## src/hdl/b64e_pkg.sv

```systemverilog
// Shared types and constants for the Base64 stream encoder.
// Holds the group entry passed from front end to back end and the alphabet mapping.
// No dependencies.
package b64e_pkg;

    localparam logic [6:0] PAD_CHAR = 7'h3D;

    // One group of up to three bytes, ready for character output.
    typedef struct packed {
        logic [23:0] group;
        logic [1:0]  npad;
        logic        fin;
    } t_group;

    typedef logic [1:0] t_idx;

    // Standard Base64 alphabet: A-Z, a-z, 0-9, '+', '/'.
    function automatic logic [6:0] sextet_char(input logic [5:0] v);
        logic [6:0] c;
        c = 7'h2F;
        if (v < 6'd26) begin
            c = 7'h41 + {1'b0, v};
        end else if (v < 6'd52) begin
            c = 7'h61 + {1'b0, v} - 7'd26;
        end else if (v < 6'd62) begin
            c = 7'h30 + {1'b0, v} - 7'd52;
        end else if (v == 6'd62) begin
            c = 7'h2B;
        end
        return c;
    endfunction

endpackage

```

## src/hdl/base64_stream_encoder_top.sv

```systemverilog
// Base64 stream encoder (standard alphabet, padded), one byte in per transfer.
// The first character of a group passes through the group queue and then the output register
// after the transfer of the byte that closes it.
// Throughput: one character per cycle from the back end while groups are queued and pop is high;
// the front end takes a byte every cycle while the group queue has room.
// Reset (synchronous, active low) clears pending bytes, the queue and the output valid flag.
module base64_stream_encoder_top import b64e_pkg::*; #(
    parameter int QUEUE_DEPTH = 2
) (
    input  logic       i_clk,
    input  logic       i_rst_n,
    input  logic       push,
    output logic       full,
    input  logic [7:0] i_data_byte,
    input  logic       i_final_byte,
    output logic       empty,
    input  logic       pop,
    output logic [6:0] o_out_char,
    output logic       o_end_of_text
);

    t_group q_in;
    t_group q_out;
    logic   q_push;
    logic   q_full;
    logic   q_empty;
    logic   q_pop;
    logic   out_valid;

    assign full = q_full;

    b64e_front u_front (
        .i_clk        (i_clk),
        .i_rst_n      (i_rst_n),
        .i_valid      (push && !q_full),
        .i_data_byte  (i_data_byte),
        .i_final_byte (i_final_byte),
        .o_grp_push   (q_push),
        .o_grp        (q_in)
    );

    b64e_fifo #(
        .DEPTH (QUEUE_DEPTH)
    ) u_fifo (
        .i_clk   (i_clk),
        .i_rst_n (i_rst_n),
        .i_push  (q_push),
        .i_data  (q_in),
        .o_full  (q_full),
        .i_pop   (q_pop),
        .o_data  (q_out),
        .o_empty (q_empty)
    );

    b64e_back u_back (
        .i_clk         (i_clk),
        .i_rst_n       (i_rst_n),
        .i_grp         (q_out),
        .i_grp_empty   (q_empty),
        .o_grp_pop     (q_pop),
        .o_valid       (out_valid),
        .i_take        (pop),
        .o_out_char    (o_out_char),
        .o_end_of_text (o_end_of_text)
    );

    assign empty = !out_valid;

endmodule

```

## src/hdl/b64e_front.sv

```systemverilog
// Front end of the Base64 encoder: collects bytes and forms complete or padded groups.
// Depends on b64e_pkg.
module b64e_front import b64e_pkg::*; (
    input  logic       i_clk,
    input  logic       i_rst_n,
    input  logic       i_valid,
    input  logic [7:0] i_data_byte,
    input  logic       i_final_byte,
    output logic       o_grp_push,
    output t_group     o_grp
);

    logic [15:0] r_pend;
    logic [15:0] n_pend;
    logic [1:0]  r_cnt;
    logic [1:0]  n_cnt;

    always_comb begin
        n_pend     = r_pend;
        n_cnt      = r_cnt;
        o_grp_push = 1'b0;
        o_grp      = '{group: {r_pend, i_data_byte}, npad: 2'd0, fin: i_final_byte};
        if (i_valid) begin
            // A count of three never occurs; it behaves like two.
            if (r_cnt[1]) begin
                o_grp_push = 1'b1;
                n_pend     = '0;
                n_cnt      = '0;
            end else if (i_final_byte && r_cnt == 2'd1) begin
                o_grp_push  = 1'b1;
                o_grp.group = {r_pend[15:8], i_data_byte, 8'h00};
                o_grp.npad  = 2'd1;
                n_pend      = '0;
                n_cnt       = '0;
            end else if (i_final_byte) begin
                o_grp_push  = 1'b1;
                o_grp.group = {i_data_byte, 16'h0000};
                o_grp.npad  = 2'd2;
                n_pend      = '0;
                n_cnt       = '0;
            end else begin
                if (r_cnt == 2'd0) begin
                    n_pend = {i_data_byte, 8'h00};
                end else begin
                    n_pend = {r_pend[15:8], i_data_byte};
                end
                n_cnt = r_cnt + 2'd1;
            end
        end
    end

    always_ff @(posedge i_clk) begin
        if (!i_rst_n) begin
            r_pend <= '0;
            r_cnt  <= '0;
        end else begin
            r_pend <= n_pend;
            r_cnt  <= n_cnt;
        end
    end

endmodule

```

## src/hdl/b64e_fifo.sv

```systemverilog
// Small group queue between the encoder front end and back end.
// Depends on b64e_pkg.
module b64e_fifo import b64e_pkg::*; #(
    parameter int DEPTH = 2
) (
    input  logic   i_clk,
    input  logic   i_rst_n,
    input  logic   i_push,
    input  t_group i_data,
    output logic   o_full,
    input  logic   i_pop,
    output t_group o_data,
    output logic   o_empty
);

    localparam int AW = (DEPTH > 1) ? $clog2(DEPTH) : 1;
    localparam int CW = $clog2(DEPTH + 1);

    t_group          r_mem [DEPTH];
    logic [AW-1:0]   r_wr;
    logic [AW-1:0]   r_rd;
    logic [CW-1:0]   r_count;
    logic            do_push;
    logic            do_pop;

    assign o_full  = (r_count == CW'(DEPTH));
    assign o_empty = (r_count == '0);
    assign o_data  = r_mem[r_rd];
    assign do_push = i_push && !o_full;
    assign do_pop  = i_pop && !o_empty;

    always_ff @(posedge i_clk) begin
        if (do_push) begin
            r_mem[r_wr] <= i_data;
        end
    end

    always_ff @(posedge i_clk) begin
        if (!i_rst_n) begin
            r_wr    <= '0;
            r_rd    <= '0;
            r_count <= '0;
        end else begin
            if (do_push) begin
                r_wr <= (r_wr == AW'(DEPTH - 1)) ? '0 : r_wr + AW'(1);
            end
            if (do_pop) begin
                r_rd <= (r_rd == AW'(DEPTH - 1)) ? '0 : r_rd + AW'(1);
            end
            if (do_push && !do_pop) begin
                r_count <= r_count + CW'(1);
            end else if (do_pop && !do_push) begin
                r_count <= r_count - CW'(1);
            end
        end
    end

endmodule

```

## src/hdl/b64e_back.sv

```systemverilog
// Back end of the Base64 encoder: turns the queued group into four characters, one per cycle
// while the output register is empty or being taken, into that register. Depends on b64e_pkg.
module b64e_back import b64e_pkg::*; (
    input  logic       i_clk,
    input  logic       i_rst_n,
    input  t_group     i_grp,
    input  logic       i_grp_empty,
    output logic       o_grp_pop,
    output logic       o_valid,
    input  logic       i_take,
    output logic [6:0] o_out_char,
    output logic       o_end_of_text
);

    t_idx       r_idx;
    logic       r_valid;
    logic [6:0] r_char;
    logic       r_eot;
    logic       adv;
    logic [5:0] sextet;
    logic       is_pad;
    logic [6:0] n_char;

    // The output register is refilled when it is empty or being taken and a group is queued.
    assign adv       = (!r_valid || i_take) && !i_grp_empty;
    assign o_grp_pop = adv && (r_idx == 2'd3);

    always_comb begin
        case (r_idx)
            2'd0:    sextet = i_grp.group[23:18];
            2'd1:    sextet = i_grp.group[17:12];
            2'd2:    sextet = i_grp.group[11:6];
            default: sextet = i_grp.group[5:0];
        endcase
        // Pads occupy the last npad character slots.
        is_pad = ({1'b0, r_idx} >= (3'd4 - {1'b0, i_grp.npad}));
        n_char = is_pad ? PAD_CHAR : sextet_char(sextet);
    end

    always_ff @(posedge i_clk) begin
        if (adv) begin
            r_char <= n_char;
            r_eot  <= i_grp.fin && (r_idx == 2'd3);
        end
    end

    always_ff @(posedge i_clk) begin
        if (!i_rst_n) begin
            r_idx   <= '0;
            r_valid <= 1'b0;
        end else begin
            if (adv) begin
                r_idx   <= r_idx + 2'd1;
                r_valid <= 1'b1;
            end else if (i_take) begin
                r_valid <= 1'b0;
            end
        end
    end

    assign o_valid       = r_valid;
    assign o_out_char    = r_char;
    assign o_end_of_text = r_eot;

endmodule

```

## config.mk

```make
export PLATFORM = sky130hd
export DESIGN_NAME = base64_stream_encoder_top
export DESIGN_NICKNAME = d
export VERILOG_FILES = /design/src/hdl/b64e_pkg.sv /design/src/hdl/base64_stream_encoder_top.sv /design/src/hdl/b64e_front.sv /design/src/hdl/b64e_fifo.sv /design/src/hdl/b64e_back.sv
export SDC_FILE = /design/constraint.sdc
export NUM_CORES = 1
export LEC_CHECK = 0
export ABC_AREA = 1
export ABC_CLOCK_PERIOD_IN_PS = 2900
export BUFFER_PORTS_ARGS = -buffer_cell sky130_fd_sc_hd__buf_2
export CAP_MARGIN = 5
export CORE_UTILIZATION = 56
export DETAILED_ROUTE_END_ITERATION = 10
export GPL_TIMING_DRIVEN = 0
export PLACE_DENSITY = 0.77
export RECOVER_POWER = 100
export SETUP_SLACK_MARGIN = 0.3
export SYNTH_ARGS = -nofsm -noshare
export SYNTH_HDL_FRONTEND = slang
export SYNTH_HIERARCHICAL = 1
export SYNTH_SLANG_ARGS = --single-unit
export TNS_END_PERCENT = 10
```

## constraint.sdc

```tcl
create_clock -name i_clk -period 2.9 [get_ports i_clk]
set_input_delay 0.29 -clock i_clk [delete_from_list [all_inputs] [get_ports i_clk]]
set_output_delay 0.29 -clock i_clk [all_outputs]
set_load 0.02 [all_outputs]
```

# Yosys cells after proc, flatten, opt, wreduce, memory -nomap -nowiden
# Memory sizes are Yosys's and may differ from the RTL's. A register that Yosys moved wholly into a read port is not among the register bits.
# Index checks and enable logic that the tools add are counted.
[op_classes]
add_sub_neg = 12
magnitude_cmp = 4
eq_ne = 6
mux = 30
n_reduce_logical = 22
[op_table]
columns = ["operator", "count"]
rows = [
  ["$mux W26", 4],
  ["$mux W16", 4],
  ["$mux W7", 3],
  ["$pmux W6 S3", 1],
  ["$add A7 B6 Y7 const A", 2],
  ["$lt A6 B6 Y1 const B", 2],
  ["$mux W1", 12],
  ["$mux W2", 5],
  ["$logic_and A1 B1 Y1", 9],
  ["$add A6 B6 Y7 const A", 1],
  ["$sub A7 B5 Y7 const B", 1],
  ["$sub A7 B6 Y7 const B", 1],
  ["$add A2 B1 Y2 const B", 3],
  ["$eq A2 B2 Y1 const B", 3],
  ["$eq A6 B6 Y1 const B", 1],
  ["$logic_not A2 Y1", 3],
  ["$lt A6 B5 Y1 const B", 1],
  ["$logic_not A1 Y1", 5],
  ["$eq A2 B1 Y1 const B", 2],
  ["$reduce_bool A2 Y1", 2],
  ["$reduce_bool A4 Y1", 1],
  ["$ge A2 B3 Y1", 1],
  ["$mux W3", 1],
  ["$sub A3 B2 Y3 const A", 1],
  ["other kinds (4)", 5],
]
[totals]
register_bits = 33
ram_bits = 54
output_inout_bits = 10
elab_cells = 85
n_memories = 1
[memory_table]
columns = ["name", "depth", "width", "read_ports", "rd_clocked_by_memory_dff", "write_ports", "line_no", "source"]
rows = [
  ["u_fifo.r_mem", 2, 27, 1, 1, 1, "b64e_fifo.sv:19", "t_group r_mem [DEPTH];"],
]

# Longest topological paths before layout
[logic_depth]
depth_word = 10
ltp_mapped = 16
mapped_depth_nobuf = 15

# Hierarchy
# The synthesis kept the hierarchy.
[modules_own_cells]
columns = ["mod", "instances", "cells_each", "area_per_inst_um2"]
rows = [
  ["b64e_fifo", 1, 122, 2297.2],
  ["b64e_back", 1, 183, 1415.1],
  ["b64e_front", 1, 169, 1096.1],
  ["base64_stream_encoder_top", 1, 3, 13.8],
]

# Least setup slack after synthesis
# Ideal clock, no wire load.
[synth_path]
kind = "register to register"
start = "register u_fifo.r_count[0]"
end = "memory u_fifo/r_mem[1][0] (netlist bit), enable pin"
setup_ns = 0.411
arrival_ns = 2.441
slack_ns = 0.048
path_stages_with_launch = 8
path_buffers = 1
cell_sequence = "dfxtp_1 nor2_1 nor2_2 buf_4 clkinv_1 nor2_1 o21ai_2 nor2_1"
[synth_between]
elab_chain_cells = 7
[synth_lines]
columns = ["element", "line_no", "source"]
rows = [
  ["start: declaration", "b64e_fifo.sv:22", "logic [CW-1:0] r_count;"],
  ["start signal: assignment", "b64e_fifo.sv:51", "r_count <= r_count + CW'(1);"],
  ["start signal: assignment", "b64e_fifo.sv:53", "r_count <= r_count - CW'(1);"],
  ["$eq A2 B2 Y1", "b64e_fifo.sv:26", "assign o_full = (r_count == CW'(DEPTH));"],
  ["via full", "base64_stream_encoder_top.sv:13", "output logic full,"],
  ["$logic_not A1 Y1", "base64_stream_encoder_top.sv:35", ".i_valid (push && !q_full),"],
  ["$logic_and A1 B1 Y1", "base64_stream_encoder_top.sv:35", ""],
  ["$mux W1", "b64e_front.sv:23", "if (i_valid) begin"],
  ["via q_push", "base64_stream_encoder_top.sv:24", "logic q_push;"],
  ["$logic_and A1 B1 Y1", "b64e_fifo.sv:29", "assign do_push = i_push && !o_full;"],
  ["$mux W1", "b64e_fifo.sv:33", "if (do_push) begin"],
  ["$mux W1 (implied by the code)", "b64e_fifo.sv:34", "r_mem[r_wr] <= i_data;"],
  ["end: declaration", "b64e_fifo.sv:19", ""],
]
# The timed path passes the listed nets, and every way through them passes these cells.

==> flow_metrics.py <==
metrics = {
    "outcome": {
        "outcome": "finished, final reports clean",
    },
    "die": {
        "rows": 33,
        "ios": 23,
        "fp.dieH_microns": 94.8,
        "dieArea_sq_um": 8990,
        "chipWidth_microns": 94.8,
        "initial_core_util_pct": 58.4,
        "core_sq_um": 8260,
    },
    "power": {
        "pwr-share-seq_pct": 45.9,
        "power.internal_mw": 2.20,
        "pwr-share-clk_pct": 25.7,
        "power.total_mw": 3.27,
        "netSwitchingFraction_pct": 32.8,
        "p_sw_mw": 1.07,
        "p_leak_nw": 2.27,
        "comb_power_share_pct": 28.4,
        "power_density_nw_per_um2": 626,
        "vdd.ir_drop.worst_mv": 0.365,
    },
    "detailed_routing": {
        "wirelength_microns": 8920,
        "drc": 0,
        "routedWlPerCell_microns": 14.3,
        "drtIter0Drc": 189,
        "drtAntennaViolNets": 0,
        "num_vias": 3226,
        "vias_per_cell": 5.19,
        "drtPass1Iterations": 6,
    },
    "worst_setup_path": {
        "cp.required_ns": 3.02,
        "path_max_fanout": 10,
        "crit_arrival_ns": 2.73,
        "cp-start-kind": "flop",
        "worstSetupPathType": "reg -> reg",
        "cp-end-kind": "flop",
    },
    "clocking": {
        "cts_setup_buffers": 0,
        "clock_latency_ns": 0.36,
        "cts_buffers": 9,
        "cts_root_buf": "clkbuf_8",
        "cts_htree_levels": 3,
        "ctsHoldBuffers": 0,
        "clock-sinks": 88,
        "clkSlewWorstSetupHoldPaths_ns": 0.09,
        "clock_path_buffers": 2,
        "tritoncts": "yes",
    },
    "logic_synthesis": {
        "synthesis.nets": 505,
        "synth_top_area_share_pct": 38.6,
        "avgSynthCellArea_sq_um": 10.1,
        "synthTopCellsByArea": "edfxtp_1, nand2_1, dfxtp_1",
        "ys.warnings.count": 6,
        "synthCells": 477,
        "syn-cell-area_sq_um": 4820,
        "synthArstFlopShare_pct": 0,
        "synth-edff-count": 62,
        "synth_top_cell_by_area": "edfxtp_1",
        "synth_cell_type_count": 39,
        "synthFlopType": "edfxtp_1",
        "synth_seq_cells": 88,
        "ys_seq_area_share_pct": 49.4,
    },
    "sta": {
        "max_freq_mhz": 384,
        "setup_slack_ns": 0.293,
        "post-route-period-util_pct": 89.9,
        "setup_viol": 0,
        "fin_setup_tns_ns": 0,
        "relSlewSlack_pct": 52.6,
        "skew_ns": 0.0132,
        "worstMarginPinSlew_ns": 0.708,
        "hold_viol": 0,
        "final.min_clock_period_ns": 2.61,
        "rsz0062_at_grt": "yes",
        "maxSlewViolCount": 0,
    },
    "layout": {
        "antennaDiodeCount": 0,
        "final_nets": 540,
        "drive_above_1_share_pct": 21.5,
        "final_cells": 622,
        "area_growth_pct": 8.33,
    },
    "run": {
        "maxCapViolCount": 0,
    },
    "placement": {
        "pre_cts_slack_ns": 0.295,
        "placement.io_buffers": 22,
        "gp_congestion": 0.863,
        "hpwl_microns": 6870,
        "dp.cells": 606,
    },
    "grt": {
        "grt_pass1_wl_microns": 14700,
        "grt_pass1_vias": 3160,
        "grt_max_degree": 18,
        "antenna_found_initial": 0,
        "gr-usage-all-layers_pct": 21.9,
        "overflow": 0,
    },
    "worst_hold_path": {
        "hold_path.class": "in -> reg",
    },
}
[cells in the mapped netlist (2+ instances only)]
library cell	count
nand2_1	140
edfxtp_1	62
inv_1	53
nor2_1	35
dfxtp_1	26
nand3_1	24
mux2_4	20
ha_1	15
a21oi_1	11
nor2_4	11
o21ai_0	9
mux2_2	7
nor2_2	7
nand2_2	6
nand2_4	6
inv_2	5
nor2_8	4
o21bai_4	4
buf_12	3
buf_4	3
nand4_1	3
a21oi_2	2
buf_6	2
nand3_4	2
o21ai_2	2
xor2_1	2
[repair_timing]
action,4_1_cts,5_1_grt
cloned,0,0
gates resized for setup,1,6
endpoints found under the setup margin,3,38
[worst max-delay path, stage by stage, from the launching register on]
cell and delay [ns]:
dfxtp_1 0.33, buf_6 0.17, buf_12 0.16, mux2_4 0.16, nand2_1 0.05, nand2_1 0.15, nor2_1 0.06, nor2_1 0.41
ha_4 0.26, nand3_1 0.16, nor2_1 0.14, nand2_1 0.06, nand2_1 0.06, nand2_1 0.06, nand2_1 0.08, nand2_1 0.05
[state kept, by name, summed over array words and instances (netlist names), named ones only]
name / cells
u_fifo/r_mem: 54
u_front/r_pend: 16
u_back/o_out_char: 7
u_back/r_idx: 2
u_fifo/r_count: 2
u_front/r_cnt: 2
u_back/o_end_of_text: 1
u_back/o_valid: 1
u_fifo/r_rd: 1
u_fifo/r_wr: 1
[layer usage]
metal  global-route usage, %  up-vias  wire length [microns]
li1                        -     1623                      -
met1                    25.4     1524                   3850
met2                    39.6       63                   4610
met3                    4.11       16                    289
met4                    8.33        0                    165
met5                       0        -                      0
[path summary, 6_finish.rpt]
check | end | depth (start not counted) | from | slack [ns]
worst max-delay path | u_back/o_out_char[2] | 15 | flop | 0.29
worst min-delay path | u_front/r_pend[0] | 3 | i_data_byte[0] | 0.23
worst max register to register | u_back/o_out_char[2] | 15 | flop | 0.29
worst min register to register | u_front/r_pend[15] | 2 | u_front/r_pend[15] | 0.48
[placed cells by master, fill, tap and decap left out, types with 4 or more instances in the layout]
master | synthesis | final
o21bai_4 | 4 | 4
nand2_2 | 6 | 6
edfxtp_1 | 62 | 62
clkbuf_8 | 0 | 9
nand2_1 | 140 | 142
inv_1 | 53 | 55
a21oi_1 | 11 | 13
nor2_4 | 11 | 10
o21ai_0 | 9 | 10
nand2_4 | 6 | 4
mux2_4 | 20 | 20
buf_2 | 1 | 12
dfxtp_1 | 26 | 26
clkbuf_1 | 0 | 13
ha_1 | 15 | 11
nand3_1 | 24 | 26
nand4_1 | 3 | 4
nor2_2 | 7 | 8
nor2_1 | 35 | 36
mux2_2 | 7 | 7
[logic make-up after synthesis]
kind of cell,Yosys count,synth area share (%)
xor gates and xnor gates,3,0.545
muxes,27,7.86
and+or+nand+nor,242,25.7
AOI/OAI and AO/OA,34,5.71
DFF,88,49.4
adders and majority gates,15,3.89
buffers and inverters,68,6.88
[metrics by stage]
step | instance area (sq um) | utilization [%] | hold slack (ns)
global route | 5220 | 63.3 | 0.239
detailed placement | 5120 | 62.0 | 0.464
global placement | 5060 | 61.3 | 0.458
CTS | 5320 | 64.4 | 0.228
finish | 5220 | 63.3 | 0.229
floorplan | 4820 | - | 0.411
[power by group through the flow]
stage | clock, mW | combinational, mW | sequential, mW
2_1_floorplan | 0 | 0.708 | 1.55
3_3_place_gp | 0 | 0.901 | 1.52
3_5_place_dp | 0 | 0.954 | 1.53
4_1_cts | 0.854 | 0.959 | 1.50
5_1_grt | 0.900 | 1.04 | 1.51
6_report | 0.841 | 0.927 | 1.50
[layout make-up]
| cell class | instances | area, sq um |
|---|---|---|
| buffer | 9 | 103 |
| clock buffer | 10 | 128 |
| clock inverter | 6 | 66.3 |
| fill | 690 | 3030 |
| inverter | 59 | 221 |
| multi-input combinational | 321 | 2040 |
| sequential | 88 | 2380 |
| tap | 105 | 131 |
| timing repair buffer | 24 | 151 |
No activity file was read; power rests on OpenSTA's default activity.
